### config.mk
export PLATFORM = sky130hd
export DESIGN_NAME = pfp_front
export DESIGN_NICKNAME = d
export VERILOG_FILES = /design/src/design/pfp_pkg.sv /design/src/design/pfp_front.sv
export SDC_FILE = /design/constraint.sdc
export NUM_CORES = 1
export LEC_CHECK = 0
export BUFFER_PORTS_ARGS = -buffer_cell sky130_fd_sc_hd__buf_2
export CAP_MARGIN = 20
export CORE_MARGIN = 3
export CORE_UTILIZATION = 50
export DETAILED_ROUTE_END_ITERATION = 7
export PLACE_DENSITY = 0.77
export SLEW_MARGIN = 15
export SYNTH_ARGS = -nofsm -noshare
export SYNTH_HDL_FRONTEND = slang
export SYNTH_SLANG_ARGS = --single-unit
### constraint.sdc
create_clock -name clock -period 5.13 [get_ports clock]
set_clock_uncertainty 0.2 [all_clocks]
set_input_delay 0.2565 -clock clock [delete_from_list [all_inputs] [get_ports clock]]
set_output_delay 0.2565 -clock clock [all_outputs]
set_load 0.03 [all_outputs]
### src/design/pfp_pkg.sv
// ----------------------------------------------------------------------------
// pfp_pkg : shared types and constants of the palette format packer
// Register map, queue entry layout, op codes and the mask-normalising helpers.
// ----------------------------------------------------------------------------
package pfp_pkg;

   localparam int PFP_ENTRIES_DEFAULT = 256;
   localparam int PFP_QUEUE_DEPTH     = 2;
   localparam int PFP_ADDR_W          = 4;
   localparam int PFP_DATA_W          = 32;

   // register indexes (byte address = 4 * index)
   typedef logic [1:0] reg_idx_type;
   localparam reg_idx_type REG_PIXEL_MODE = 2'd0;
   localparam reg_idx_type REG_RED_MASK   = 2'd1;
   localparam reg_idx_type REG_GREEN_MASK = 2'd2;
   localparam reg_idx_type REG_BLUE_MASK  = 2'd3;

   // pixel modes
   typedef logic [1:0] mode_type;
   localparam mode_type MODE_INDEX = 2'd0;
   localparam mode_type MODE_16    = 2'd1;
   localparam mode_type MODE_24    = 2'd2;
   localparam mode_type MODE_32    = 2'd3;

   // item kinds
   localparam logic KIND_WRITE  = 1'b0;
   localparam logic KIND_LOOKUP = 1'b1;

   // channel masks: RGB reset values, fixed 16-bit layouts and the 16-bit keep mask
   localparam logic [31:0] RGB_RED   = 32'h00ff_0000;
   localparam logic [31:0] RGB_GREEN = 32'h0000_ff00;
   localparam logic [31:0] RGB_BLUE  = 32'h0000_00ff;
   localparam logic [31:0] M555_RED   = 32'h0000_7c00;
   localparam logic [31:0] M555_GREEN = 32'h0000_03e0;
   localparam logic [31:0] M565_RED   = 32'h0000_f800;
   localparam logic [31:0] M565_GREEN = 32'h0000_07e0;
   localparam logic [31:0] M5_BLUE    = 32'h0000_001f;
   localparam logic [31:0] KEEP_16    = 32'h0000_ffff;

   // cycles for the derived shift registers to catch up after a write
   localparam logic [1:0] SETTLE_CYCLES = 2'd2;

   // queue ops
   typedef logic [1:0] op_type;
   localparam op_type OP_WRITE  = 2'd0;   // store packed word
   localparam op_type OP_READ   = 2'd1;   // answer from palette
   localparam op_type OP_DIRECT = 2'd2;   // answer carried in the entry

   typedef struct packed {
      mode_type    pixel_mode;
      logic [31:0] red_mask;
      logic [31:0] green_mask;
      logic [31:0] blue_mask;
   } cfg_type;

   typedef struct packed {
      op_type      op;
      logic [7:0]  index;
      logic [31:0] data;
      logic        error;
   } entry_type;

   // per-byte summary of a mask
   typedef struct packed {
      logic [3:0]      nz;
      logic [3:0][2:0] pos;
      logic            low_full;
   } mask_info_type;

   typedef struct packed {
      logic       left;
      logic [4:0] amt;
   } shift_type;

   typedef struct packed {
      logic rgb;
      logic bgr;
      logic r555;
      logic r565;
   } fmt_flags_type;

   function automatic logic [2:0] byte_msb(input logic [7:0] b);
      logic [2:0] p;
      p = 3'd0;
      for (int i = 0; i < 8; i++) begin
         if (b[i]) begin
            p = 3'(i);
         end
      end
      return p;
   endfunction

   function automatic mask_info_type mask_info(input logic [31:0] mask);
      mask_info_type mi;
      for (int b = 0; b < 4; b++) begin
         mi.nz[b]  = |mask[8*b +: 8];
         mi.pos[b] = byte_msb(mask[8*b +: 8]);
      end
      // low byte is exactly 0xff: already normalised, no shift
      mi.low_full = mask[7:0] == 8'hff;
      return mi;
   endfunction

   function automatic shift_type shift_of(input mask_info_type mi);
      shift_type  sh;
      logic [1:0] top;
      logic [4:0] p;
      if (mi.nz[3]) begin
         top = 2'd3;
      end else if (mi.nz[2]) begin
         top = 2'd2;
      end else if (mi.nz[1]) begin
         top = 2'd1;
      end else begin
         top = 2'd0;
      end
      p = {top, mi.pos[top]};
      if (top != 2'd0) begin
         sh.left = 1'b1;
         sh.amt  = p - 5'd7;
      end else begin
         // below 0xff the mask doubles until its top bit passes bit 7
         sh.left = 1'b0;
         sh.amt  = mi.low_full ? 5'd0 : (5'd8 - p);
      end
      return sh;
   endfunction

   function automatic logic [31:0] place(input logic [7:0] chan, input logic [31:0] mask,
                                          input shift_type sh);
      logic [31:0] w;
      logic [31:0] v;
      w = {24'h0, chan};
      v = sh.left ? (w << sh.amt) : (w >> sh.amt);
      return v & mask;
   endfunction

endpackage

### src/design/pfp_front.sv
// ----------------------------------------------------------------------------
// pfp_front : request intake and classification
// Derives channel shifts from the masks, packs colours, tags each item.
// ----------------------------------------------------------------------------
module pfp_front #(
   parameter int PALETTE_ENTRIES = pfp_pkg::PFP_ENTRIES_DEFAULT
) (
   input  logic                clock,
   input  logic                reset,
   input  pfp_pkg::cfg_type    cfg,
   input  logic                cfg_write,
   input  logic                req_valid,
   output logic                req_ready,
   input  logic                req_kind,
   input  logic [7:0]          req_color_index,
   input  logic [7:0]          req_red_in,
   input  logic [7:0]          req_green_in,
   input  logic [7:0]          req_blue_in,
   input  logic [7:0]          req_alpha_in,
   input  logic                q_full,
   output logic                push,
   output pfp_pkg::entry_type  push_entry
);

   logic [1:0]                settle_ff, settle_in;
   pfp_pkg::mask_info_type    info_ff [3];
   pfp_pkg::fmt_flags_type    flags_ff, flags_in;
   pfp_pkg::shift_type        shift_ff [3];

   logic        accept;
   logic        in_range;
   logic        bad24;
   logic [31:0] generic;
   logic [31:0] packed_word;

   // hold off intake until the derived shifts reflect the latest masks
   assign settle_in = cfg_write ? pfp_pkg::SETTLE_CYCLES :
                      (settle_ff != 2'd0) ? settle_ff - 2'd1 : 2'd0;

   always_ff @(posedge clock) begin
      if (reset) begin
         settle_ff <= pfp_pkg::SETTLE_CYCLES;
      end else begin
         settle_ff <= settle_in;
      end
   end

   always_comb begin
      flags_in.rgb  = cfg.red_mask == pfp_pkg::RGB_RED && cfg.green_mask == pfp_pkg::RGB_GREEN
                      && cfg.blue_mask == pfp_pkg::RGB_BLUE;
      flags_in.bgr  = cfg.red_mask == pfp_pkg::RGB_BLUE && cfg.green_mask == pfp_pkg::RGB_GREEN
                      && cfg.blue_mask == pfp_pkg::RGB_RED;
      flags_in.r555 = cfg.red_mask == pfp_pkg::M555_RED
                      && cfg.green_mask == pfp_pkg::M555_GREEN
                      && cfg.blue_mask == pfp_pkg::M5_BLUE;
      flags_in.r565 = cfg.red_mask == pfp_pkg::M565_RED
                      && cfg.green_mask == pfp_pkg::M565_GREEN
                      && cfg.blue_mask == pfp_pkg::M5_BLUE;
   end

   // two-step shift search: per-byte summary, then top byte and distance
   always_ff @(posedge clock) begin
      info_ff[0]  <= pfp_pkg::mask_info(cfg.red_mask);
      info_ff[1]  <= pfp_pkg::mask_info(cfg.green_mask);
      info_ff[2]  <= pfp_pkg::mask_info(cfg.blue_mask);
      flags_ff    <= flags_in;
      for (int c = 0; c < 3; c++) begin
         shift_ff[c] <= pfp_pkg::shift_of(info_ff[c]);
      end
   end

   assign req_ready = !q_full && settle_ff == 2'd0;
   assign accept    = req_valid && req_ready;
   assign in_range  = {1'b0, req_color_index} < 9'(PALETTE_ENTRIES);
   assign bad24     = cfg.pixel_mode == pfp_pkg::MODE_24 && !flags_ff.rgb && !flags_ff.bgr;

   assign generic = pfp_pkg::place(req_red_in,   cfg.red_mask,   shift_ff[0])
                  | pfp_pkg::place(req_green_in, cfg.green_mask, shift_ff[1])
                  | pfp_pkg::place(req_blue_in,  cfg.blue_mask,  shift_ff[2]);

   always_comb begin
      if (cfg.pixel_mode == pfp_pkg::MODE_16) begin
         if (flags_ff.r555) begin
            packed_word = ((32'(req_red_in) << 7) & pfp_pkg::M555_RED)
                        | ((32'(req_green_in) << 2) & pfp_pkg::M555_GREEN)
                        | ((32'(req_blue_in) >> 3) & pfp_pkg::M5_BLUE);
         end else if (flags_ff.r565) begin
            packed_word = ((32'(req_red_in) << 8) & pfp_pkg::M565_RED)
                        | ((32'(req_green_in) << 3) & pfp_pkg::M565_GREEN)
                        | ((32'(req_blue_in) >> 3) & pfp_pkg::M5_BLUE);
         end else begin
            packed_word = generic & pfp_pkg::KEEP_16;
         end
      end else if (flags_ff.rgb) begin
         packed_word = {(cfg.pixel_mode == pfp_pkg::MODE_32) ? req_alpha_in : 8'h00,
                        req_red_in, req_green_in, req_blue_in};
      end else if (flags_ff.bgr) begin
         packed_word = {8'h00, req_blue_in, req_green_in, req_red_in};
      end else begin
         packed_word = generic;
      end
   end

   always_comb begin
      push_entry.index = req_color_index;
      push_entry.data  = packed_word;
      push_entry.error = 1'b0;
      push_entry.op    = pfp_pkg::OP_WRITE;
      push             = 1'b0;
      if (req_kind == pfp_pkg::KIND_WRITE) begin
         push = accept && cfg.pixel_mode != pfp_pkg::MODE_INDEX && in_range;
      end else begin
         push = accept;
         if (cfg.pixel_mode == pfp_pkg::MODE_INDEX) begin
            push_entry.op   = pfp_pkg::OP_DIRECT;
            push_entry.data = {24'h0, req_color_index};
         end else if (bad24) begin
            push_entry.op    = pfp_pkg::OP_DIRECT;
            push_entry.data  = 32'h0;
            push_entry.error = 1'b1;
         end else if (!in_range) begin
            push_entry.op   = pfp_pkg::OP_DIRECT;
            push_entry.data = 32'h0;
         end else begin
            push_entry.op = pfp_pkg::OP_READ;
         end
      end
   end

endmodule

==> run metrics <==
worst-margin pin slew=1.16 ns; setup TNS=0 ns; row count=44; DR vias=~10000; Synth Net Count=1230; IO Pins=189; sequential-to-total area share from yosys stat=a little under a fifth; largest net degree at the start of global routing=42; DR WL/cell=25.5 um; placed wire-length estimate=28100 um; ANT cells=0; FF-to-FF setup slack=2.71 ns; Routed Antenna Nets=0; Synth Area in Adders=0.977%; fmax=about 0.24 GHz; Crit Path Max Fanout=26; Setup crit start kind=flip-flop; final instance area=around 9500 sq um; CTS max path bufs=2; Critical Path Start=shift_ff[0][1]; async set-reset flop share out of synthesis=0%; top post-synthesis cells by area=dfxtp_1 19%, nor2_1 6.8%, mux4_2 5.0%; register bit count reported by yosys=72; multiplexer area fraction after synthesis=12.5%; Final Setup Violations=0; crit share post-route=80.0%; die area=16900 sq um; Area growth syn-to-layout=23.1%; r2r worst-path depth=5; fin util=between 60 and 70%; Critical Path Sink Type=output port; Data required, critical path=4.67 ns; Total GRT Usage=a little over two fifths; most common cell in the netlist=nor2_1; number of global-route vias before repair=9044; YS warnings=0; Pins Over Slew Limit=0; LEAKAGE=3.88 nW; total wire length=roughly 37000 um; grt ovf=0; H-tree lvl count=3; clock slew at reported path FFs=0.06 ns; post-synthesis cell area=7680 sq um; status=finished with violations; area leader, netlist=dfxtp_1; Starting Density=51.9%; worst setup path end=push_entry[9]; Max VDD drop=between 0.15 and 0.2 mV; critical path class=flip-flop to output port; r2r startpoint=info_ff[0][50]; total CTS buffers=9; pwr dens=227 nW/um^2; Clock Root Buffer=clkbuf_16; share of cells above drive strength 1=21.7%; Max Cap Violations=0; synthesized instance count=1080; ys flop type=dfxtp_1; failing checks=design-rule violations; Worst Hold Class=primary input to flip-flop; EDFF count, synth=0; Synth Area in Compound Gates=28.1%; DR vias/cell=7.00; drt first pass iters=8; Tmin final=between 4 and 5 ns; top cell type's share of synthesized area=18.8%; CTS tree=done; Distinct cells, synth=between 80 and 90; RSZ-0062 raised after global routing=no; main combinational cell family by area after synthesis=simple AND/OR/NAND/NOR gates; Die Y=130 um; # DRC=20; Detailed Route Iter0 Violations=1982; Placeable Area=~15000 sq um; Final Hold Fails=0; Placer Congestion=1.06; PortBufs=188; simple logic cell fraction of the synthesized area=32.1%; Worst R2R End=shift_ff[0][13]; Syn Area/Cell=approximately 7.1 sq um; Placed Area=8570 sq um; worst skew pair latency=0.36 ns; clk sinks=72; global-route wire length before repair=54300 um; commonest cells in the netlist=139 x nor2_1, 91 x nand2_1, 72 x dfxtp_1, 64 x clkbuf_1, 61 x a21oi_1; number of antenna violations at the first check in global routing=1; die width=130 um; Post-Synth XOR/XNOR Area=less than 1%; max_slew headroom=22.4%; Critical Path AT=3.65 ns; Hold Slack=0.0146 ns; fin nets=1411
[routing by layer]
metal | GRT usage, % | vias to the layer above | part of all wire, %
met2 | 64.0 | 920 | 42
met3 | 8.68 | 158 | 14
li1 | - | 4432 | -
met5 | 0 | - | 0
met1 | 58.8 | 4636 | 38
met4 | 19.6 | 0 | 5.8
[power by group]
| part | switching (mW) | internal [mW] |
|---|---|---|
| clock network | 0.303 | 0.388 |
| registers | 0.0602 | 0.585 |
| logic | 0.496 | 0.312 |
[worst min path at each step]
stage | startpoint | endpoint | cells after the start
6_report | cfg[71] | info_ff[0][2] | 3
5_1_grt | cfg[70] | info_ff[0][1] | 2
4_1_cts | cfg[71] | info_ff[0][1] | 2
3_5_place_dp | cfg_write | settle_ff[0] | 2
3_3_place_gp | reset | settle_ff[0] | 2
2_1_floorplan | cfg[74] | flags_ff[0] | 1
[logic make-up after synthesis]
kind of cell,after synthesis
AO/OA/AOI/OAI,316
AND/OR/NAND/NOR,477
multiplexers,72
buffers and inverters,131
flip-flops,72
adder cells (fa/ha/maj),6
XOR/XNOR,6
[cell type report]
cell class                      count  area, sq um
Clock inverter                      7         85.1
Clock buffer                        9          225
Sequential cell                    72         1440
Multi-Input combinational cell    877         5720
Inverter                           47          176
Tap cell                          184          230
Fill cell                        1374         5350
Timing Repair Buffer              254         1580
[repair_timing]
| action | CTS | global route |
|---|---|---|
| hold buffers | 56 | 0 |
| endpoints found under the hold margin | 34 | 0 |
| setup buffers | 0 | 0 |
| setup endpoints to repair | 0 | 0 |
| resized for setup | 0 | 0 |
[flip-flops by register name, summed over array words and instances, names as in the netlist]
name / flops
info_ff: 48
shift_ff: 18
flags_ff: 4
settle_ff: 2
[cell usage in the layout (no fill, tap or decap), drive strengths merged, types with 10 or more instances in the layout]
master / netlist / final
o31ai: 17 / 17
a21oi: 61 / 61
mux2: 22 / 22
buf: 20 / 198
dfxtp: 72 / 72
mux2i: 33 / 33
and2: 10 / 10
nor3: 28 / 28
nor2b: 26 / 26
nor3b: 15 / 15
o21ai: 57 / 57
nand3: 47 / 47
nand4: 29 / 29
mux4: 17 / 17
a211oi: 17 / 17
o22ai: 25 / 25
nand2: 91 / 91
dlygate4sd3: 0 / 56
nand2b: 20 / 20
o21bai: 13 / 13
a31oi: 14 / 14
nor2: 139 / 139
and3: 17 / 17
o211ai: 10 / 10
inv: 46 / 50
[metrics by stage]
step           worst slack, ns  cells  power (mW)
3_5_place_dp              1.56   1377        1.39
5_1_grt                  0.984   1450        2.21
3_3_place_gp              1.55   1377        1.39
6_report                  1.03   1450        2.14
4_1_cts                   1.16   1449        2.11
2_1_floorplan             1.59   1080        1.11
[critical path: stages (launching register included)]
cell and delay [ns]:
dfxtp_1 0.94, mux2_2 0.45, a2111oi_0 0.71, a2111oi_0 0.22
a31oi_1 0.35, nand3_1 0.13, a32o_1 0.31, buf_2 0.18
Note: power is estimated with default switching activity, not from simulation.
