## src/design/pfp_pkg.sv

```systemverilog
// ----------------------------------------------------------------------------
// pfp_pkg : shared types and constants of the palette format packer
// Register map, queue entry layout, op codes and the mask-normalising helpers.
// ----------------------------------------------------------------------------
package pfp_pkg;

   localparam int PFP_ENTRIES_DEFAULT = 256;
   localparam int PFP_QUEUE_DEPTH     = 2;
   localparam int PFP_ADDR_W          = 4;
   localparam int PFP_DATA_W          = 32;

   // register indexes (byte address = 4 * index)
   typedef logic [1:0] reg_idx_type;
   localparam reg_idx_type REG_PIXEL_MODE = 2'd0;
   localparam reg_idx_type REG_RED_MASK   = 2'd1;
   localparam reg_idx_type REG_GREEN_MASK = 2'd2;
   localparam reg_idx_type REG_BLUE_MASK  = 2'd3;

   // pixel modes
   typedef logic [1:0] mode_type;
   localparam mode_type MODE_INDEX = 2'd0;
   localparam mode_type MODE_16    = 2'd1;
   localparam mode_type MODE_24    = 2'd2;
   localparam mode_type MODE_32    = 2'd3;

   // item kinds
   localparam logic KIND_WRITE  = 1'b0;
   localparam logic KIND_LOOKUP = 1'b1;

   // channel masks: RGB reset values, fixed 16-bit layouts and the 16-bit keep mask
   localparam logic [31:0] RGB_RED   = 32'h00ff_0000;
   localparam logic [31:0] RGB_GREEN = 32'h0000_ff00;
   localparam logic [31:0] RGB_BLUE  = 32'h0000_00ff;
   localparam logic [31:0] M555_RED   = 32'h0000_7c00;
   localparam logic [31:0] M555_GREEN = 32'h0000_03e0;
   localparam logic [31:0] M565_RED   = 32'h0000_f800;
   localparam logic [31:0] M565_GREEN = 32'h0000_07e0;
   localparam logic [31:0] M5_BLUE    = 32'h0000_001f;
   localparam logic [31:0] KEEP_16    = 32'h0000_ffff;

   // cycles for the derived shift registers to catch up after a write
   localparam logic [1:0] SETTLE_CYCLES = 2'd2;

   // queue ops
   typedef logic [1:0] op_type;
   localparam op_type OP_WRITE  = 2'd0;   // store packed word
   localparam op_type OP_READ   = 2'd1;   // answer from palette
   localparam op_type OP_DIRECT = 2'd2;   // answer carried in the entry

   typedef struct packed {
      mode_type    pixel_mode;
      logic [31:0] red_mask;
      logic [31:0] green_mask;
      logic [31:0] blue_mask;
   } cfg_type;

   typedef struct packed {
      op_type      op;
      logic [7:0]  index;
      logic [31:0] data;
      logic        error;
   } entry_type;

   // per-byte summary of a mask
   typedef struct packed {
      logic [3:0]      nz;
      logic [3:0][2:0] pos;
      logic            low_full;
   } mask_info_type;

   typedef struct packed {
      logic       left;
      logic [4:0] amt;
   } shift_type;

   typedef struct packed {
      logic rgb;
      logic bgr;
      logic r555;
      logic r565;
   } fmt_flags_type;

   function automatic logic [2:0] byte_msb(input logic [7:0] b);
      logic [2:0] p;
      p = 3'd0;
      for (int i = 0; i < 8; i++) begin
         if (b[i]) begin
            p = 3'(i);
         end
      end
      return p;
   endfunction

   function automatic mask_info_type mask_info(input logic [31:0] mask);
      mask_info_type mi;
      for (int b = 0; b < 4; b++) begin
         mi.nz[b]  = |mask[8*b +: 8];
         mi.pos[b] = byte_msb(mask[8*b +: 8]);
      end
      // low byte is exactly 0xff: already normalised, no shift
      mi.low_full = mask[7:0] == 8'hff;
      return mi;
   endfunction

   function automatic shift_type shift_of(input mask_info_type mi);
      shift_type  sh;
      logic [1:0] top;
      logic [4:0] p;
      if (mi.nz[3]) begin
         top = 2'd3;
      end else if (mi.nz[2]) begin
         top = 2'd2;
      end else if (mi.nz[1]) begin
         top = 2'd1;
      end else begin
         top = 2'd0;
      end
      p = {top, mi.pos[top]};
      if (top != 2'd0) begin
         sh.left = 1'b1;
         sh.amt  = p - 5'd7;
      end else begin
         // below 0xff the mask doubles until its top bit passes bit 7
         sh.left = 1'b0;
         sh.amt  = mi.low_full ? 5'd0 : (5'd8 - p);
      end
      return sh;
   endfunction

   function automatic logic [31:0] place(input logic [7:0] chan, input logic [31:0] mask,
                                          input shift_type sh);
      logic [31:0] w;
      logic [31:0] v;
      w = {24'h0, chan};
      v = sh.left ? (w << sh.amt) : (w >> sh.amt);
      return v & mask;
   endfunction

endpackage

```

## src/design/pfp_queue.sv

```systemverilog
// ----------------------------------------------------------------------------
// pfp_queue : short FIFO between front and back
// Holds classified items so either side may stall on its own.
// ----------------------------------------------------------------------------
module pfp_queue (
   input  logic               clock,
   input  logic               reset,
   input  logic               push,
   input  pfp_pkg::entry_type push_entry,
   output logic               full,
   input  logic               pop,
   output logic               not_empty,
   output pfp_pkg::entry_type head
);

   localparam int DEPTH = pfp_pkg::PFP_QUEUE_DEPTH;
   localparam int PTR_W = $clog2(DEPTH);
   localparam int CNT_W = $clog2(DEPTH + 1);

   pfp_pkg::entry_type slot_ff [DEPTH];
   logic [PTR_W-1:0]   wr_ptr_ff, wr_ptr_in;
   logic [PTR_W-1:0]   rd_ptr_ff, rd_ptr_in;
   logic [CNT_W-1:0]   count_ff, count_in;

   assign full      = count_ff == CNT_W'(DEPTH);
   assign not_empty = count_ff != '0;
   assign head      = slot_ff[rd_ptr_ff];

   assign wr_ptr_in = !push ? wr_ptr_ff :
                      (wr_ptr_ff == PTR_W'(DEPTH - 1)) ? '0 : wr_ptr_ff + 1'b1;
   assign rd_ptr_in = !pop ? rd_ptr_ff :
                      (rd_ptr_ff == PTR_W'(DEPTH - 1)) ? '0 : rd_ptr_ff + 1'b1;

   always_comb begin
      count_in = count_ff;
      if (push && !pop) begin
         count_in = count_ff + 1'b1;
      end else if (pop && !push) begin
         count_in = count_ff - 1'b1;
      end
   end

   always_ff @(posedge clock) begin
      if (reset) begin
         wr_ptr_ff <= '0;
         rd_ptr_ff <= '0;
         count_ff  <= '0;
      end else begin
         wr_ptr_ff <= wr_ptr_in;
         rd_ptr_ff <= rd_ptr_in;
         count_ff  <= count_in;
      end
   end

   always_ff @(posedge clock) begin
      if (push) begin
         slot_ff[wr_ptr_ff] <= push_entry;
      end
   end

endmodule

```

## config.mk

```make
export PLATFORM = sky130hd
export DESIGN_NAME = pfp_queue
export DESIGN_NICKNAME = d
export VERILOG_FILES = /design/src/design/pfp_pkg.sv /design/src/design/pfp_queue.sv
export SDC_FILE = /design/constraint.sdc
export NUM_CORES = 1
export LEC_CHECK = 0
export ABC_AREA = 1
export BUFFER_PORTS_ARGS = -buffer_cell sky130_fd_sc_hd__buf_2
export CORE_MARGIN = 10
export CORE_UTILIZATION = 52
export DETAILED_ROUTE_END_ITERATION = 7
export PLACE_DENSITY = 0.8
export SETUP_SLACK_MARGIN = 0.3
export SLEW_MARGIN = 30
export SYNTH_ARGS = -nofsm -noshare
export SYNTH_HDL_FRONTEND = slang
export SYNTH_SLANG_ARGS = --single-unit
```

## constraint.sdc

```tcl
create_clock -name clock -period 6.74 [get_ports clock]
set_input_delay 1.011 -clock clock [delete_from_list [all_inputs] [get_ports clock]]
set_output_delay 1.011 -clock clock [all_outputs]
set_load 0.005 [all_outputs]
```

==> reports/qor.yml, run 1 <==
firstDrtPassIters: 4
antenna_found_initial: 0
p_leak_nw: 1.713
cts_tree: "built"
finalNetCount: 314
cp_max_fo: 43
drive_gt1_frac: 0.5498
synthCells: 167
syn-cell-area_um2: 3535
critPathKind: "reg -> out"
drv_slew: 0
h-tree-depth: 3
finalHoldViolCount: 0
cp.arrival_ps: 1820
cts_buffers: 9
synth_top_family_by_area: "multiplexers"
final_cell_mix: "buf_2 (91), edfxtp_1 (86), mux2_4 (40), clkbuf_8 (9), inv_1 (8)"
placed_cells: 332
rr_worst_depth: 2
reg2reg_to: "slot_ff[1][21]"
core_area_um2: 6459
crit_buf_inv: 2
synth-simple-area-share: 0.01735
synthMuxAreaShare: 0.1795
fmax_mhz: 353.7
maxSlewHeadroom: 0.3825
antenna_left: 0
grt_max_degree: 45
ir_drop_uv: 164.0
grt_pass1_vias: 1781
diodes: 0
synth_xor_xnor_area_share: 0.002478
clock_path_buffers: 2
finalCriticalPeriod_ps: 2828
synth_fp_nets: 215
cp_cell_sequence: "buf_4 > mux2_2 > buf_2"
yosys.area.top_type_share: 0.7306
yosys-top-cells-area: "edfxtp_1 (73%), mux2_4 (17%), dfxtp_1 (2.8%)"
synthAdderAreaFrac: 0.003540
critPathSlowestCell: "buf_4"
cpPeakStageDelay_ps: 580
worstPathRequired_ps: 5730
cts.sink_count: 91
worst_slew_pin_slew_ps: 924.9
synth_seq_cells: 91
yosysTopAreaCell: "edfxtp_1"
cts_setup_buffers: 0
drt_iter0_markers: 60
postLayoutCellArea_um2: 4215
drt-total-wl_mm: 6.094
fp.dieW_um: 102.4
ctsResizeCount: 0
nFillCells: 462
grt_pass1_wl_mm: 9.066
wire_per_inst_um: 17.51
initial_utilization: 0.5473
cts-root-buf: "clkbuf_8"
crit_path_start_kind: "register"
dpl_worst_slack_ps: 4268
yosys_warnings: 0
crit_end: "head[27]"
overflow: 0
ctsHoldBuffers: 0
min-delay-path-class: "reg -> reg"
placed_area_um2: 4039
cp_num_cells: 3
syn_to_final_growth_pct: 19.26
seq_area_frac_synth: 0.7589
detail_route.vias_per_cell: 4.868
vias: 1694
gp_congestion: 0.6571
avgSynthCellArea_um2: 21.17
boundaryPins: 92
cp_top_family: "buffers and inverters"
status: "finished, final reports clean"
cp-end-kind: "output port"
dp_hpwl_mm: 4.417
rr_startpoint: "wr_ptr_ff"
drv_cap: 0
yosysUniqueCellTypes: 16
fin_ws_ps: 3912
finalSetupViolations: 0
clk_latency_ps: 330
die_area_um2: 10500
rows: 29
rsz0062_at_grt: "false"
clk_pin_slew_ps: 80
stdcell_count: 348
drc_errors: 0
grt_usage: 0.1163
min_period_over_period: 0.4195
fp.dieH_um: 102.4
p_per_area_nw_per_um2: 268.6
regToRegSetupSlack_ps: 5190
setup_tns_ps: 0
synth_compound_area_frac: 0.002832
layout_commonest_cell: "buf_2"
port_buffers: 91
clock_skew_ps: 4.499
==> how the worst min path moves through the flow <==
stage               from         to  slack [ps]  cells past startpoint
2_1_floorplan  rd_ptr_ff   register         480                      2
5_1_grt        rd_ptr_ff  rd_ptr_ff         570                      2
6_report       rd_ptr_ff  rd_ptr_ff         540                      2
3_3_place_gp   rd_ptr_ff  rd_ptr_ff         500                      2
4_1_cts        rd_ptr_ff  rd_ptr_ff         530                      2
3_5_place_dp   rd_ptr_ff  rd_ptr_ff         510                      2
==> report_power, final <==
| group | switching, mW | internal (mW) |
|---|---|---|
| registers | 0.00824 | 0.653 |
| logic | 0.0621 | 0.0766 |
| clock network | 0.164 | 0.168 |
| total | 0.234 | 0.898 |
==> worst reg2reg max path, stage by stage, from the launching register on <==
cell and delay (ps):
dfxtp_1 400, nand2_1 90, inv_2 670
==> cells in the mapped netlist (all sizes together) <==
library cell / number
a21oi: 1
buf: 5
dfxtp: 5
edfxtp: 86
ha: 1
inv: 9
mux2: 43
nand2: 6
nand3: 1
nand4: 1
nor2: 6
nor3: 1
o21ai: 1
xnor2: 1
==> cells by family after synthesis <==
family / Yosys count
multiplexers: 43
buffers and inverters: 14
AO/OA/AOI/OAI: 2
AND/OR/NAND/NOR: 15
adder cells (fa/ha/maj): 1
flip-flops: 91
XOR/XNOR: 1
==> registers in the layout (all words and copies together) (netlist names), named ones only <==
name,cells
slot_ff,86
rd_ptr_ff,1
count_ff,2
wr_ptr_ff,1
==> final cells by class <==
class / instances / area (µm²) / share of cell area
Timing Repair Buffer: 93 / 490.5 / 0.1164
Tap cell: 77 / 96.34 / 0.02286
Multi-Input combinational cell: 62 / 734.5 / 0.1742
Sequential cell: 91 / 2684 / 0.6367
Clock inverter: 4 / 41.29 / 0.009795
Inverter: 9 / 33.78 / 0.008014
Clock buffer: 12 / 135.1 / 0.03206
==> stage by stage <==
step                        util  power, mW  hold WS (ps)
after global placement    0.6211     0.8090         499.5
after CTS                 0.6527      1.147         530.8
after global routing      0.6527      1.182         566.7
final                     0.6527      1.132         536.7
after detailed placement  0.6253     0.8165         512.8
after floorplan                -     0.7638         479.9
==> per-layer routing <==
layer / track usage / routed length (µm) / vias to the layer above
met1: 0.1241 / 2376 / 811
met3: 0.05128 / 488 / 6
li1: - / - / 830
met4: 0.04881 / 70 / 0
met2: 0.1968 / 3159 / 47
met5: 0 / 0 / -
(Power assumes the default switching activity.)
==> run 2, diff against run 1 <==
- clock period: 6.74 -> 2.65 ns (I/O delays scaled with it)
==> reports/qor.yml, run 2 (synthesis gave the netlist of run 1 again) <==
status: "finished, final reports clean"
clk_latency_ps: 340  # about the same
drive_gt1_frac: 0.5646  # +0.01476
p_leak_nw: 1.736  # +1.3%
antenna_left: 0  # unchanged
fp.dieH_um: 102.4  # unchanged
power_frac_seq: 0.565  # -0.019
rows: 29  # unchanged
firstDrtPassIters: 4  # unchanged
finalHoldViolCount: 0  # unchanged
finalSetupViolations: 0  # unchanged
initial_utilization: 0.5473  # unchanged
grt_pass1_vias: 1865  # +4.7%
finalNetCount: 316  # +0.64%
antenna_found_initial: 0  # unchanged
cts.sink_count: 91  # unchanged
final_cell_mix: "buf_2 (91), edfxtp_1 (86), mux2_4 (40), clkbuf_8 (9), inv_1 (8)"
reg_top3: "slot_ff x86, count_ff x2"
regMostFlops: "slot_ff"
min-delay-path-class: "in -> reg"
syn_to_final_growth_pct: 20.39
fp.dieW_um: 102.4  # unchanged
cts-root-buf: "clkbuf_8"
fin_ws_ps: 666.2  # -3246 ps
drv_cap: 0  # unchanged
grt_pass1_wl_mm: 9.315  # +2.7%
p_per_area_nw_per_um2: 699.3  # +160%
drv_slew: 0  # unchanged
min_period_over_period: 0.7486
dpl_worst_slack_ps: 959.2  # -3308 ps
detail_route.vias_per_cell: 4.868  # unchanged
cts_buffers: 9  # unchanged
crit_path_start_kind: "register"
grt_max_degree: 45  # unchanged
largest_register_ffs: 86  # unchanged
gp_congestion: 0.6807  # +3.6%
drt-total-wl_mm: 6.228  # +2.2%
swShare: 0.2014  # -0.005683
ir_drop_uv: 397.6  # +140%
clk_pin_slew_ps: 80  # about the same
drc_errors: 0  # unchanged
cts_setup_buffers: 0  # unchanged
setup_tns_ps: 0  # unchanged
drt_iter0_markers: 45  # -25%
ctsResizeCount: 0  # unchanged
worstPathRequired_ps: 2250  # -3480 ps
critPathKind: "reg -> out"
worst_slew_pin_slew_ps: 671.1  # -253.8 ps
die_area_um2: 10500  # unchanged
clock_path_buffers: 2  # unchanged
rsz0062_at_grt: "false"
cp.arrival_ps: 1590  # -230 ps
layout_commonest_cell: "buf_2"
ctsHoldBuffers: 0  # unchanged
cp_max_fo: 27  # -37%
cp-end-kind: "output port"
h-tree-depth: 3  # unchanged
wire_per_inst_um: 17.90  # +2.2%
core_area_um2: 6459  # unchanged
clock_skew_ps: 7.714  # +3.215 ps
p_int_mw: 2.376  # +160%
cts_tree: "built"
grt_usage: 0.1189  # +0.002673
diodes: 0  # unchanged
dp_hpwl_mm: 4.549  # +3.0%
overflow: 0  # unchanged
comb_power_share: 0.120  # -0.003
p_switching_mw: 0.5992  # +160%
finalCriticalPeriod_ps: 1984
vias: 1694  # unchanged
clkPwrFrac: 0.315  # +0.021
fmax_mhz: 504.1
port_buffers: 91  # unchanged
boundaryPins: 92  # unchanged
maxSlewHeadroom: 0.5516  # +0.1690
nFillCells: 463  # +0.22%
utilization: 0.6589  # +0.006199
==> run 2: final cells by class <==
| type | instances | area, µm² | share of cell area |
|---|---|---|---|
| clock inverter | 3 | 65.06 | 0.01529 |
| tap | 77 | 96.34 | 0.02264 |
| timing repair buffer | 95 | 510.5 | 0.1200 |
| sequential | 91 | 2684 | 0.6307 |
| inverter | 9 | 33.78 | 0.007939 |
| clock buffer | 11 | 131.4 | 0.03087 |
| multi-input combinational | 62 | 734.5 | 0.1726 |
==> run 2: final timing paths <==
check	from	endpoint	slack, ps	depth (start not counted)
worst min-delay path	push_entry[3]	slot_ff[0][3]	240	1
worst max register to register	wr_ptr_ff	slot_ff[0][23]	1190	2
worst min register to register	rd_ptr_ff	rd_ptr_ff	550	2
worst max-delay path	register	head[27]	670	3
==> run 2: worst max-delay path: stages, from the launching register on <==
cell and delay, ps:
dfxtp_2 330, buf_4 400, mux2_2 390, buf_2 130
==> run 2: layer usage <==
metal / global-route usage / vias to the layer above / wire length, µm
met4: 0.05531 / 0 / 78
met2: 0.2080 / 45 / 3387
met3: 0.04453 / 8 / 471
li1: - / 830 / -
met5: 0 / - / 0
met1: 0.1240 / 811 / 2291
==> run 2: power groups by stage <==
stage | Clock (mW) | Combinational [mW] | Sequential, mW
6_report | 0.938 | 0.357 | 1.68
5_1_grt | 1.03 | 0.389 | 1.69
4_1_cts | 0.963 | 0.368 | 1.68
3_5_place_dp | 0 | 0.367 | 1.71
3_3_place_gp | 0 | 0.358 | 1.71
2_1_floorplan | 0 | 0.233 | 1.71
==> run 2: metrics by stage <==
stage	power [mW]	hold WS, ps	std cells	area (µm²)
2_1_floorplan	1.942	469.9	167	3537
3_3_place_gp	2.068	500.4	334	4059
3_5_place_dp	2.081	536.7	334	4059
4_1_cts	3.012	229.2	348	4255
5_1_grt	3.105	218.3	348	4255
6_report	2.976	242.0	348	4255
==> run 3, diff against run 2 <==
- CORE_UTILIZATION: 52 -> 47
- PLACE_DENSITY: 0.8 -> 0.76
- clock period: 2.65 -> 1.6 ns (I/O delays scaled with it)
==> reports/qor.yml, run 3 (synthesis gave the netlist of run 1 again) <==
antenna_left: 0  # unchanged
violations: "negative setup slack"
diodes: 0  # unchanged
dp_hpwl_mm: 4.540  # -0.18%
postLayoutCellArea_um2: 4786  # +12%
fp.dieH_um: 106.7  # +4.2%
finalNetCount: 323  # +2.2%
worst_slew_pin_slew_ps: 331.0  # -340.1 ps
grt_pass1_vias: 2003  # +7.4%
finalPower_mw: 5.574  # +87%
finalSetupViolations: 33  # +33
syn_to_final_growth_pct: 35.40
drive_gt1_frac: 0.5914  # +0.02682
cts.sink_count: 91  # unchanged
wire_per_inst_um: 17.85  # -0.25%
min-delay-path-class: "in -> reg"
core_area_um2: 7292  # +13%
nFillCells: 515  # +11%
ir_drop_uv: 648.4  # +63%
cp_max_fo: 7  # -74%
antenna_found_initial: 0  # unchanged
finalHoldViolCount: 0  # unchanged
initial_utilization: 0.4847  # -0.06254
seq_area_um2: 2688  # +0.14%
cp.arrival_ps: 1430  # -160 ps
reg_top3: "slot_ff x86, count_ff x2"
p_per_area_nw_per_um2: 1165  # +67%
crit_path_start_kind: "register"
worst_hold_slack_ps: 75.78  # -166.2 ps
status: "complete, but fails checks"
largest_register_ffs: 86  # unchanged
drc_errors: 0  # unchanged
fin_ws_ps: -71.63  # -737.9 ps
h-tree-depth: 3  # unchanged
multi_input_area_um2: 748.2  # +1.9%
detail_route.vias_per_cell: 4.728  # -2.9%
regMostFlops: "slot_ff"
overflow: 0  # unchanged
setup_tns_ps: -1633  # -1633 ps
ctsHoldBuffers: 0  # unchanged
drt-total-wl_mm: 6.748  # +8.3%
grt_pass1_wl_mm: 10.61  # +14%
die_area_um2: 11390  # +8.5%
firstDrtPassIters: 4  # unchanged
clock_path_buffers: 2  # unchanged
port_buffers: 91  # unchanged
cts_buffers: 9  # unchanged
maxSlewHeadroom: 0.7793  # +0.2278
rows: 31  # +6.9%
worstPathRequired_ps: 1360  # -890 ps
drv_slew: 0  # unchanged
clk_pin_slew_ps: 90  # about the same
cts_tree: "built"
drv_cap: 0  # unchanged
cp-end-kind: "output port"
rsz0062_at_grt: "true"
grt_max_degree: 25  # -44%
critPathKind: "reg -> out"
fp.dieW_um: 106.7  # +4.2%
final_cell_mix: "edfxtp_1 (86), buf_2 (48), mux2_4 (43), buf_6 (43), clkbuf_8 (9)"
cts-root-buf: "clkbuf_8"
layout_commonest_cell: "edfxtp_1"
grt_usage: 0.1199  # +0.0009479
gp_congestion: 0.6757  # -0.73%
regToRegSetupSlack_ps: 450  # -740 ps
fmax_mhz: 598.2
drt_iter0_markers: 58  # +29%
vias: 1787  # +5.5%
min_period_over_period: 1.045
boundaryPins: 92  # unchanged
clock_skew_ps: 6.368  # -1.346 ps
placed_area_um2: 4121  # +1.5%
finalCriticalPeriod_ps: 1672
p_leak_nw: 1.930  # +11%
clk_latency_ps: 340  # about the same
run 3: changes by cell type in the layout (fill, tap and decap cells not counted), sizes merged:
cell / before / now
bufinv: 2 / 4
clkinvlp: 0 / 1
buf: 95 / 101
clkbuf: 11 / 10
run 3: where the power goes:
| part | internal, mW | leakage [nW] | switching, mW |
|---|---|---|---|
| Clock | 1.19 | 0.130 | 0.754 |
| Combinational | 0.523 | 0.950 | 0.312 |
| Sequential | 2.75 | 0.850 | 0.0416 |
run 3: per-stage QoR:
| step | cells | setup slack (ps) | util |
|---|---|---|---|
| after CTS | 376 | -85.74 | 0.6501 |
| after global placement | 358 | 257.7 | 0.5652 |
| after detailed placement | 358 | 248.1 | 0.5652 |
| final | 378 | -71.63 | 0.6563 |
| after floorplan | 167 | 202.5 | - |
| after global routing | 378 | -124.8 | 0.6563 |
run 3: final timing paths:
kind / startpoint / end / depth (start not counted)
worst max-delay path: register / head[32] / 4
worst min-delay path: push_entry[7] / slot_ff[0][7] / 1
worst max register to register: wr_ptr_ff / slot_ff[1][23] / 3
worst min register to register: rd_ptr_ff / register / 2
run 3: cell type report:
| class | instances | share of cell area |
|---|---|---|
| Tap cell | 99 | 0.02588 |
| Clock buffer | 9 | 0.02588 |
| Timing Repair Buffer | 102 | 0.1937 |
| Inverter | 9 | 0.007843 |
| Sequential cell | 91 | 0.5616 |
| Multi-Input combinational cell | 62 | 0.1563 |
| Clock inverter | 6 | 0.02876 |
run 3: per-layer routing:
metal | wire length (µm) | GRT usage | up-vias
li1 | - | - | 848
met1 | 2589 | 0.1274 | 869
met2 | 3551 | 0.2072 | 61
met3 | 517 | 0.04671 | 9
met4 | 90 | 0.05222 | 0
met5 | 0 | 0 | -
run 3: critical path: stages (launching register included):
cell	delay [ps]
dfxtp_4	400
buf_12	130
buf_16	130
mux2_4	310
buf_6	120
run 3: repair_timing:
item	in CTS	in global routing
gates cloned	2	1
pin swaps	0	0
endpoints found under the setup margin	43	43
setup buffers	1	1
resized for setup	49	0
