<file path="config.mk">
export PLATFORM = sky130hd
export DESIGN_NAME = pfp_csr
export DESIGN_NICKNAME = d
export VERILOG_FILES = /design/src/design/pfp_pkg.sv /design/src/design/pfp_csr.sv
export SDC_FILE = /design/constraint.sdc
export NUM_CORES = 1
export LEC_CHECK = 0
export ABC_CLOCK_PERIOD_IN_PS = 1200
export BUFFER_PORTS_ARGS = -buffer_cell sky130_fd_sc_hd__buf_2
export CORE_MARGIN = 2
export CORE_UTILIZATION = 45
export CTS_CLUSTER_DIAMETER = 60
export DETAILED_ROUTE_END_ITERATION = 8
export PLACE_DENSITY = 0.74
export SLEW_MARGIN = 10
export SYNTH_ARGS = -nofsm -noshare
export SYNTH_HDL_FRONTEND = slang
export SYNTH_SLANG_ARGS = --single-unit
</file>
<file path="constraint.sdc">
create_clock -name clock -period 1.2 [get_ports clock]
set_clock_uncertainty 0.1 [all_clocks]
set_input_delay 0.06 -clock clock [delete_from_list [all_inputs] [get_ports clock]]
set_output_delay 0.06 -clock clock [all_outputs]
set_load 0.02 [all_outputs]
</file>
<file path="src/design/pfp_pkg.sv">
// ----------------------------------------------------------------------------
// pfp_pkg : shared types and constants of the palette format packer
// Register map, queue entry layout, op codes and the mask-normalising helpers.
// ----------------------------------------------------------------------------
package pfp_pkg;

   localparam int PFP_ENTRIES_DEFAULT = 256;
   localparam int PFP_QUEUE_DEPTH     = 2;
   localparam int PFP_ADDR_W          = 4;
   localparam int PFP_DATA_W          = 32;

   // register indexes (byte address = 4 * index)
   typedef logic [1:0] reg_idx_type;
   localparam reg_idx_type REG_PIXEL_MODE = 2'd0;
   localparam reg_idx_type REG_RED_MASK   = 2'd1;
   localparam reg_idx_type REG_GREEN_MASK = 2'd2;
   localparam reg_idx_type REG_BLUE_MASK  = 2'd3;

   // pixel modes
   typedef logic [1:0] mode_type;
   localparam mode_type MODE_INDEX = 2'd0;
   localparam mode_type MODE_16    = 2'd1;
   localparam mode_type MODE_24    = 2'd2;
   localparam mode_type MODE_32    = 2'd3;

   // item kinds
   localparam logic KIND_WRITE  = 1'b0;
   localparam logic KIND_LOOKUP = 1'b1;

   // channel masks: RGB reset values, fixed 16-bit layouts and the 16-bit keep mask
   localparam logic [31:0] RGB_RED   = 32'h00ff_0000;
   localparam logic [31:0] RGB_GREEN = 32'h0000_ff00;
   localparam logic [31:0] RGB_BLUE  = 32'h0000_00ff;
   localparam logic [31:0] M555_RED   = 32'h0000_7c00;
   localparam logic [31:0] M555_GREEN = 32'h0000_03e0;
   localparam logic [31:0] M565_RED   = 32'h0000_f800;
   localparam logic [31:0] M565_GREEN = 32'h0000_07e0;
   localparam logic [31:0] M5_BLUE    = 32'h0000_001f;
   localparam logic [31:0] KEEP_16    = 32'h0000_ffff;

   // cycles for the derived shift registers to catch up after a write
   localparam logic [1:0] SETTLE_CYCLES = 2'd2;

   // queue ops
   typedef logic [1:0] op_type;
   localparam op_type OP_WRITE  = 2'd0;   // store packed word
   localparam op_type OP_READ   = 2'd1;   // answer from palette
   localparam op_type OP_DIRECT = 2'd2;   // answer carried in the entry

   typedef struct packed {
      mode_type    pixel_mode;
      logic [31:0] red_mask;
      logic [31:0] green_mask;
      logic [31:0] blue_mask;
   } cfg_type;

   typedef struct packed {
      op_type      op;
      logic [7:0]  index;
      logic [31:0] data;
      logic        error;
   } entry_type;

   // per-byte summary of a mask
   typedef struct packed {
      logic [3:0]      nz;
      logic [3:0][2:0] pos;
      logic            low_full;
   } mask_info_type;

   typedef struct packed {
      logic       left;
      logic [4:0] amt;
   } shift_type;

   typedef struct packed {
      logic rgb;
      logic bgr;
      logic r555;
      logic r565;
   } fmt_flags_type;

   function automatic logic [2:0] byte_msb(input logic [7:0] b);
      logic [2:0] p;
      p = 3'd0;
      for (int i = 0; i < 8; i++) begin
         if (b[i]) begin
            p = 3'(i);
         end
      end
      return p;
   endfunction

   function automatic mask_info_type mask_info(input logic [31:0] mask);
      mask_info_type mi;
      for (int b = 0; b < 4; b++) begin
         mi.nz[b]  = |mask[8*b +: 8];
         mi.pos[b] = byte_msb(mask[8*b +: 8]);
      end
      // low byte is exactly 0xff: already normalised, no shift
      mi.low_full = mask[7:0] == 8'hff;
      return mi;
   endfunction

   function automatic shift_type shift_of(input mask_info_type mi);
      shift_type  sh;
      logic [1:0] top;
      logic [4:0] p;
      if (mi.nz[3]) begin
         top = 2'd3;
      end else if (mi.nz[2]) begin
         top = 2'd2;
      end else if (mi.nz[1]) begin
         top = 2'd1;
      end else begin
         top = 2'd0;
      end
      p = {top, mi.pos[top]};
      if (top != 2'd0) begin
         sh.left = 1'b1;
         sh.amt  = p - 5'd7;
      end else begin
         // below 0xff the mask doubles until its top bit passes bit 7
         sh.left = 1'b0;
         sh.amt  = mi.low_full ? 5'd0 : (5'd8 - p);
      end
      return sh;
   endfunction

   function automatic logic [31:0] place(input logic [7:0] chan, input logic [31:0] mask,
                                          input shift_type sh);
      logic [31:0] w;
      logic [31:0] v;
      w = {24'h0, chan};
      v = sh.left ? (w << sh.amt) : (w >> sh.amt);
      return v & mask;
   endfunction

endpackage

</file>
<file path="src/design/pfp_csr.sv">
// ----------------------------------------------------------------------------
// pfp_csr : configuration registers
// APB-style write and read-back of mode and the three channel masks.
// ----------------------------------------------------------------------------
module pfp_csr (
   input  logic                         clock,
   input  logic                         reset,
   input  logic                         csr_psel,
   input  logic                         csr_penable,
   input  logic                         csr_pwrite,
   input  logic [pfp_pkg::PFP_ADDR_W-1:0] csr_paddr,
   input  logic [31:0]                  csr_pwdata,
   output logic [31:0]                  csr_prdata,
   output logic                         csr_pready,
   output pfp_pkg::cfg_type             cfg,
   output logic                         cfg_write
);

   pfp_pkg::cfg_type    cfg_ff, cfg_in;
   pfp_pkg::reg_idx_type idx;

   assign idx        = csr_paddr[3:2];
   assign csr_pready = 1'b1;
   assign cfg_write  = csr_psel & csr_penable & csr_pwrite;

   always_comb begin
      cfg_in = cfg_ff;
      if (cfg_write) begin
         unique case (idx)
            pfp_pkg::REG_PIXEL_MODE: cfg_in.pixel_mode = csr_pwdata[1:0];
            pfp_pkg::REG_RED_MASK:   cfg_in.red_mask   = csr_pwdata;
            pfp_pkg::REG_GREEN_MASK: cfg_in.green_mask = csr_pwdata;
            pfp_pkg::REG_BLUE_MASK:  cfg_in.blue_mask  = csr_pwdata;
            default:                 cfg_in = cfg_ff;
         endcase
      end
   end

   always_ff @(posedge clock) begin
      if (reset) begin
         cfg_ff.pixel_mode <= pfp_pkg::MODE_32;
         cfg_ff.red_mask   <= pfp_pkg::RGB_RED;
         cfg_ff.green_mask <= pfp_pkg::RGB_GREEN;
         cfg_ff.blue_mask  <= pfp_pkg::RGB_BLUE;
      end else begin
         cfg_ff <= cfg_in;
      end
   end

   always_comb begin
      unique case (idx)
         pfp_pkg::REG_PIXEL_MODE: csr_prdata = {30'h0, cfg_ff.pixel_mode};
         pfp_pkg::REG_RED_MASK:   csr_prdata = cfg_ff.red_mask;
         pfp_pkg::REG_GREEN_MASK: csr_prdata = cfg_ff.green_mask;
         pfp_pkg::REG_BLUE_MASK:  csr_prdata = cfg_ff.blue_mask;
         default:                 csr_prdata = 32'h0;
      endcase
   end

   assign cfg = cfg_ff;

endmodule

</file>
==> impl_metrics.csv, run 1 <==
group,metric,value,unit
outcome,status,"complete, but fails checks",
outcome,violations,"setup timing",
finish,syn2layout_area_growth,50.6,%
finish,diodes,0,
synthesis,syn_area_per_cell,10.5,um2
flow_run,maxCapViolCount,0,
placement,dp_hpwl,8.77,mm
setup_path,end_kind,"output pin",
setup_path,worstPathRequired,1040,ps
setup_path,critPathSlowestCell,"mux4_2",
placement,gp_congestion,0.734,
timing,max_freq,684,MHz
clock_network,cts_buffer_depth,2,
setup_path,start_kind,"flop",
placement,port_buffers,169,
die,die_x,107,um
timing,min_period_over_period,122,%
timing,worst_slack,-262,ps
setup_path,crit_path_max_fanout,3,
setup_path,critPathArrivalTime,1300,ps
power,p_int,5.01,mW
synthesis,synth_top_area_cell,"dfxtp_1",
power,pwr-share-seq,49.8,%
setup_path,critPathKind,"reg -> out",
clock_network,clk_pin_slew_worst_paths,100,ps
finish,drive_above_1_share,51.9,%
power,power_density,934,nW/um2
power,p_leak,3.49,nW
die,num_rows,37,
clock_network,root_buffer,"clkbuf_8",
timing,finalSetupViolations,32,
clock_network,htreeDepth,3,
global_route,track_usage,23.9,%
setup_path,reg2reg_from,"cfg[41]",
drt,routedWlPerCell,16.9,um
power,total_power,6.69,mW
placement,post-place-ws,-90.6,ps
drt,drc,0,
synthesis,synth.distinct_cells,24,
global_route,grt_overflow,0,
timing,rsz0062_at_grt,"true",
clock_network,cts_sinks,98,
drt,vias_per_cell,5.16,
synthesis,synth.area.top_cells,"dfxtp_1 (41%), mux2i_1 (19%), nand2b_1 (14%), mux2_2 (7.1%), a22o_1 (5.5%)",
drt,dr_total_vias,4367,
die,initial_core_util,46.3,%
synthesis,seq_area_frac_synth,41.3,%
clock_network,numCtsBuffers,9,
setup_path,path_cells,"mux4_2, buf_6",
die,io_pins,173,
finish,final_nets,749,
hold_path,hold_depth,3,
die,die-height,107,um
finish,largest_reg_flops,98,
global_route,antenna_found_initial,0,
finish,fill_cells,779,
synthesis,synth-seq-cells,98,
hold_path,hold_path_end,"cfg[86]",
setup_path,cpPeakStageDelay,460,ps
synthesis,ys.flop_type,"dfxtp_1",
die,fp.dieArea,11400,um2
timing,slew_viol_final,0,
hold_path,hold_class,"in -> reg",
global_route,grt_pass1_wl,21.6,mm
setup_path,r2r_end,"cfg[41]",
synthesis,synth_top_area_share,41.3,%
global_route,grt_max_degree,50,
synthesis,synth_area,4750,um2
global_route,grt_pass1_vias,4355,
drt,routed_wl,14.3,mm
timing,final_hold_viol_count,0,
power,ir_drop,0.000652,V
die,core,10300,um2
synthesis,async_reset_ff_share,0,%
setup_path,r2r_cells,4,
clock_network,cts_tree,"yes",
timing,final.min_clock_period,1460,ps
clock_network,worstSkewPairLatency,350,ps
drt,drtIter0Drc,205,
setup_path,r2r_slack,290,ps
power,switchingPower,1.68,mW
drt,first_pass_iters,4,
power,sw_frac_of_total,25.0,%
synthesis,synth-edff-count,0,
power,clockPowerShare,34.0,%
drt,antenna_left,0,
synthesis,yosysWarnings,0,
synthesis,synthCells,454,
power,pwr-share-comb,16.3,%
hold_path,worstHoldStart,"reset",
synthesis,synth_nets,495,
[stage by stage]
step	instance area (um2)	hold WS [ps]	utilization, %	cells	setup TNS (ps)
floorplan	4750	121	-	454	0
global placement	5800	232	56.5	743	-527
detailed placement	5800	242	56.5	743	-3340
CTS	6980	84.5	67.9	837	-7560
global route	7160	94.0	69.7	847	-8880
finish	7160	96.2	69.7	847	-7310
[power by group through the flow]
stage / registers [mW] / clock network [mW] / logic (mW)
2_1_floorplan: 3.45 / 0 / 0.500
6_report: 3.33 / 2.27 / 1.09
3_5_place_dp: 3.41 / 0 / 0.851
4_1_cts: 3.33 / 2.31 / 1.05
5_1_grt: 3.34 / 2.44 / 1.15
3_3_place_gp: 3.40 / 0 / 0.834
[kinds of logic after synthesis]
kind of cell	after synthesis	share of synthesized area (%)
other cells	1	0.0789
flops	98	41.3
simple gates	154	19.0
buf+inv	41	5.68
compound gates	38	7.00
mux	122	27.0
[critical path: cells and delay by family, from the launching register on]
kind                   cells  cell delay, ps
flip-flops                 1             340
multiplexers               1             460
buffers and inverters      1             150
[synth_stat cells, types with 2 or more instances]
cell / number
a211o_1: 8
a22o_1: 30
and3_1: 8
buf_12: 2
buf_2: 13
buf_4: 7
buf_6: 4
clkbuf_1: 14
dfxtp_1: 98
mux2_2: 30
mux2i_1: 90
mux4_2: 2
nand2b_1: 104
nor2_1: 34
[cell type report]
class | count | area, um2 | area share (%)
Multi-Input combinational cell | 315 | 2550 | 35.7
Tap cell | 136 | 170 | 2.38
Clock inverter | 5 | 81.3 | 1.14
Timing Repair Buffer | 284 | 2190 | 30.5
Clock buffer | 9 | 124 | 1.73
Sequential cell | 98 | 2040 | 28.5
[routing by layer]
metal / vias to the layer above / GRT usage (%) / wire (um)
met4: 0 / 8.16 / 187
met3: 14 / 4.13 / 638
met5: - / 0 / 0
met2: 131 / 43.7 / 7440
met1: 2167 / 28.2 / 6040
li1: 2055 / - / -
[worst max path at each step]
stage / slack, ps / end / from
4_1_cts: -280 / csr_prdata[1] / cfg[1]
3_5_place_dp: -90 / cfg[74] / csr_paddr[2]
2_1_floorplan: 50 / csr_prdata[10] / csr_paddr[2]
5_1_grt: -300 / csr_prdata[21] / cfg[53]
6_report: -260 / csr_prdata[1] / cfg[65]
3_3_place_gp: -50 / csr_prdata[21] / csr_paddr[2]
[repair_timing]
action / CTS / global route
endpoints found under the hold margin: 98 / 0
setup endpoints to repair: 32 / 32
pin swaps: 0 / 0
resized for setup: 129 / 32
setup buffers: 48 / 10
hold buffers: 32 / 0
[cells in the final DEF, fill, tap and decap left out, types with 2 or more instances in the layout]
master         count
buf_2            130
nand2b_1         104
mux2i_1           90
dfxtp_2           65
buf_4             63
buf_6             50
nor2_1            34
dfxtp_1           33
dlygate4sd3_1     32
a22o_1            30
mux2_2            22
clkbuf_8           9
buf_12             9
mux2_4             8
and3_1             8
a211o_1            8
mux4_2             2
bufinv_16          2
Power figures use the tool's default switching activity.
==> run 2, diff against run 1 <==
--- a/config.mk
+++ b/config.mk
@@ -12,6 +12,7 @@
 export CTS_CLUSTER_DIAMETER = 60
 export DETAILED_ROUTE_END_ITERATION = 8
 export PLACE_DENSITY = 0.74
+export RECOVER_POWER = 25
 export SLEW_MARGIN = 10
 export SYNTH_ARGS = -nofsm -noshare
 export SYNTH_HDL_FRONTEND = slang
==> run 2 against run 1 <==
Net effect:
- highest routed layer unchanged
- the flow still finishes with violations (setup timing)
- first-iteration DRC count is 0.49% higher
- largest power group unchanged
- final area decreased by 1.3%
- worst hold slack got worse by 7.2 ps
- register-to-register slack barely moved
- maximum frequency is essentially flat
- clock power about the same
- routed wire length is 0.23% lower
- power is 0.44% lower
- global-route usage unchanged
- critical path depth stayed put
- die area unchanged
- sequential cell count unchanged
==> impl_metrics.csv, run 2 (synthesis results as in run 1) <==
group,metric,value,unit
timing,min_period_over_period,122,%
timing,max_freq,685,MHz
clock_network,clk_pin_slew_worst_paths,100,ps
setup_path,end_kind,"output pin",
timing,worst_pin_slew,570,ps
die,die_x,107,um
placement,post-place-ws,-90.6,ps
clock_network,numCtsBuffers,9,
clock_network,cts_tree,"yes",
power,p_leak,3.46,nW
outcome,violations,"setup timing",
finish,final_nets,749,
timing,finalSetupViolations,32,
hold_path,hold_class,"in -> reg",
timing,final.min_clock_period,1460,ps
die,die-height,107,um
global_route,grt_pass1_wl,21.6,mm
drt,first_pass_iters,4,
setup_path,path_cells,"mux4_2, buf_6",
clock_network,worstSkewPairLatency,340,ps
finish,diodes,0,
finish,most-common-layout-cells,"buf_2 (129), nand2b_1 (104), mux2i_1 (90), dfxtp_2 (65), buf_4 (60)",
drt,vias_per_cell,5.15,
die,num_rows,37,
timing,rsz0062_at_grt,"true",
outcome,status,"complete, but fails checks",
finish,largest_reg_flops,98,
global_route,track_usage,23.9,%
finish,layout.cells.most_common,"buf_2",
timing,slew_viol_final,0,
clock_network,cts_buffer_depth,2,
setup_path,critPathKind,"reg -> out",
setup_path,r2r_slack,280,ps
finish,syn2layout_area_growth,48.6,%
timing,final_hold_viol_count,0,
clock_network,cts_sinks,98,
drt,antenna_left,0,
global_route,antenna_found_initial,0,
finish,fill_cells,794,
drt,dr_total_vias,4358,
power,ir_drop,0.000651,V
setup_path,start_kind,"flop",
flow_run,maxCapViolCount,0,
power,total_power,6.66,mW
placement,port_buffers,169,
global_route,grt_max_degree,50,
placement,dp_hpwl,8.77,mm
die,core,10300,um2
setup_path,cpPeakStageDelay,460,ps
global_route,grt_overflow,0,
drt,drtIter0Drc,206,
clock_network,root_buffer,"clkbuf_8",
setup_path,crit_path_max_fanout,3,
drt,routed_wl,14.3,mm
die,initial_core_util,46.3,%
clock_network,htreeDepth,3,
timing,slew_headroom,62.0,%
timing,worst_slack,-261,ps
power,power_density,943,nW/um2
timing,tns,-7280,ps
setup_path,critPathArrivalTime,1300,ps
global_route,grt_pass1_vias,4355,
finish,drive_above_1_share,51.2,%
placement,gp_congestion,0.734,
setup_path,worstPathRequired,1040,ps
setup_path,critPathSlowestCell,"mux4_2",
drt,drc,0,
drt,routedWlPerCell,16.8,um
placement,dp_cells,743,
die,fp.dieArea,11400,um2
finish,design_area,7070,um2
die,io_pins,173,
finish,fin_cells,847,
placement,place_area,5800,um2
run 2: cell count changes in the layout (fill, tap and decap cells not counted), sizes merged:
cell / previous run / this run
clkbuf: 9 / 18
buf: 252 / 243
run 2: per-layer routing:
layer | GRT usage, % | vias up | wire [um]
met5 | 0 | - | 0
met4 | 8.16 | 0 | 197
met3 | 4.13 | 16 | 667
met2 | 43.7 | 136 | 7340
met1 | 28.2 | 2154 | 6060
li1 | - | 2052 | -
run 2: path summary, 6_finish.rpt:
| path | to | cells past startpoint | start |
|---|---|---|---|
| max | csr_prdata[1] | 2 | cfg[65] |
| min | cfg[86] | 3 | reset |
| max reg2reg | cfg[41] | 4 | cfg[41] |
| min reg2reg | cfg[54] | 2 | cfg[54] |
run 2: worst max-delay path, delay by kind of cell (launching register included):
kind     cells  cell delay (ps)
flops        1              340
mux          1              460
buf+inv      1              150
run 2: timing repair:
action,CTS,global route
setup endpoints to repair,32,32
resized for setup,129,32
setup buffers,48,10
hold endpoints to repair,98,0
hold buffers,32,0
run 2: layout make-up:
cell class,count,area [um2],share of cell area [%]
multi-input combinational,315,2540,35.9
timing repair buffer,284,2110,29.8
sequential,98,2040,28.9
tap,136,170,2.41
clock buffer,9,124,1.75
clock inverter,5,81.3,1.15
run 2: power by group:
part	switching, mW	internal [mW]
Sequential	0.0325	3.30
Combinational	0.519	0.547
Clock	1.11	1.15
run 2: metrics by stage:
stage,hold slack [ps],utilization [%]
after CTS,84.5,67.9
after global placement,232,56.5
after global routing,94.0,68.7
final,89.0,68.7
after detailed placement,242,56.5
after floorplan,121,-
==> run 3, diff against run 2 <==
--- a/config.mk
+++ b/config.mk
@@ -9,10 +9,13 @@
 export BUFFER_PORTS_ARGS = -buffer_cell sky130_fd_sc_hd__buf_2
 export CORE_MARGIN = 2
 export CORE_UTILIZATION = 45
+export CTS_BUF_LIST = sky130_fd_sc_hd__clkbuf_4
 export CTS_CLUSTER_DIAMETER = 60
 export DETAILED_ROUTE_END_ITERATION = 8
 export PLACE_DENSITY = 0.74
 export RECOVER_POWER = 25
+export SKIP_CTS_REPAIR_TIMING = 1
+export SKIP_LAST_GASP = 1
 export SLEW_MARGIN = 10
 export SYNTH_ARGS = -nofsm -noshare
 export SYNTH_HDL_FRONTEND = slang
==> run 3 against run 2 <==
Net effect:
- the flow still finishes with violations (setup timing)
- via count decreased by 3.6%
- clock power decreased by 16%
- first-iteration DRC count decreased by 4.4%
- routed wire length decreased by 4.3%
- combinational power about the same
- sequential cell count unchanged
- maximum frequency decreased by 7.2%
- setup slack got worse by 110 ps
- final cell count decreased by 4.0%
- utilization decreased by 1.9 points
- register-to-register slack got worse by 40 ps
- highest routed layer unchanged
- power decreased by 5.7%
==> impl_metrics.csv, run 3 (synthesis results as in run 1) <==
group,metric,value,unit
outcome,status,"complete, but fails checks",
outcome,violations,"setup timing",
finish,drive_above_1_share,52.6,%
die,core,10300,um2
die,num_rows,37,
clock_network,cts_sinks,98,
drt,vias_per_cell,5.16,
timing,finalSetupViolations,37,
finish,final_nets,715,
finish,largest_reg_flops,98,
clock_network,cts_buffer_depth,2,
placement,dp_hpwl,8.77,mm
drt,drtIter0Drc,197,
hold_path,worstHoldStart,"csr_paddr[3]",
timing,final_hold_viol_count,0,
hold_path,hold_class,"in -> reg",
power,p_leak,3.29,nW
drt,first_pass_iters,4,
clock_network,clk_pin_slew_worst_paths,130,ps
setup_path,crit_path_max_fanout,3,
drt,antenna_left,0,
timing,final.min_clock_period,1570,ps
clock_network,htreeDepth,3,
power,ir_drop,0.000683,V
die,initial_core_util,46.3,%
clock_network,root_buffer,"clkbuf_4",
power,power_density,914,nW/um2
global_route,grt_pass1_wl,18.5,mm
finish,diodes,0,
clock_network,cts_tree,"yes",
die,die_x,107,um
global_route,grt_max_degree,50,
timing,tns,-10830,ps
die,io_pins,173,
finish,design_area,6870,um2
hold_path,hold_depth,5,
setup_path,r2r_end,"cfg[40]",
finish,syn2layout_area_growth,44.6,%
timing,rsz0062_at_grt,"true",
timing,max_freq,635,MHz
placement,place_area,5800,um2
timing,worst_pin_slew,544,ps
drt,routedWlPerCell,16.8,um
global_route,grt_pass1_vias,3698,
drt,routed_wl,13.7,mm
setup_path,start_kind,"flop",
placement,gp_congestion,0.734,
clock_network,worstSkewPairLatency,420,ps
die,fp.dieArea,11400,um2
die,die-height,107,um
flow_run,maxCapViolCount,0,
setup_path,critPathKind,"reg -> out",
timing,min_period_over_period,131,%
timing,slew_headroom,63.6,%
drt,dr_total_vias,4199,
setup_path,critPathArrivalTime,1410,ps
hold_path,hold_path_end,"cfg[97]",
finish,layout.cells.most_common,"buf_2",
setup_path,r2r_cells,4,
setup_path,worstPathRequired,1040,ps
setup_path,r2r_slack,240,ps
drt,drc,0,
timing,slew_viol_final,0,
placement,port_buffers,169,
setup_path,reg2reg_from,"cfg[40]",
global_route,antenna_found_initial,0,
clock_network,numCtsBuffers,9,
global_route,grt_overflow,0,
global_route,track_usage,20.4,%
setup_path,end_kind,"output pin",
finish,most-common-layout-cells,"buf_2 (119), nand2b_1 (104), mux2i_1 (90), dfxtp_2 (89), buf_6 (62)",
timing,worst_slack,-374,ps
==> run 3: area by class of cell <==
cell class	instances	area, um2
well taps	136	170
repair buffers	250	1960
fillers	815	3400
multi-input cells	315	2520
clock inverters	5	81.3
clock buffers	9	67.6
flip-flops and latches	98	2070
==> run 3: worst max-delay path, stage by stage, from the launching register on <==
cell,delay (ps)
dfxtp_2,370
mux2_2,290
a22o_1,210
buf_6,140
==> run 3: how the worst max path moves through the flow <==
stage	end	depth (start not counted)	slack (ps)	from
after global placement	csr_prdata[21]	5	-50	csr_paddr[2]
after detailed placement	cfg[74]	4	-90	csr_paddr[2]
final	csr_prdata[18]	3	-370	cfg[18]
after global routing	csr_prdata[1]	2	-430	cfg[1]
after CTS	csr_prdata[1]	2	-410	cfg[1]
after floorplan	csr_prdata[10]	4	50	csr_paddr[2]
==> run 3: layer usage <==
layer  vias to the layer above  track usage, %  share of wire [%]
li1                       1989               -                  -
met1                      2062            26.4                 42
met2                       134            34.0                 52
met3                        14            4.07                4.8
met4                         0            6.86                1.3
met5                         -               0                  0
==> run 3: report_power, final <==
group          switching (mW)  total, mW  leakage, nW  internal (mW)
clock network            1.07       1.90       0.0778          0.825
logic                   0.508       1.04         2.39          0.533
registers              0.0367       3.34        0.816           3.30
total                    1.62       6.28         3.29           4.66
==> run 3: through the flow <==
stage               total power [mW]  worst slack [ps]  instances  utilization (%)  hold slack [ps]
floorplan                       3.95              47.3        454                -              121
global placement                4.24             -45.2        743             56.5              232
detailed placement              4.26             -90.6        743             56.5              242
CTS                             6.13              -405        757             57.9             -225
global route                    6.52              -434        813             66.9              184
finish                          6.28              -374        813             66.9              194
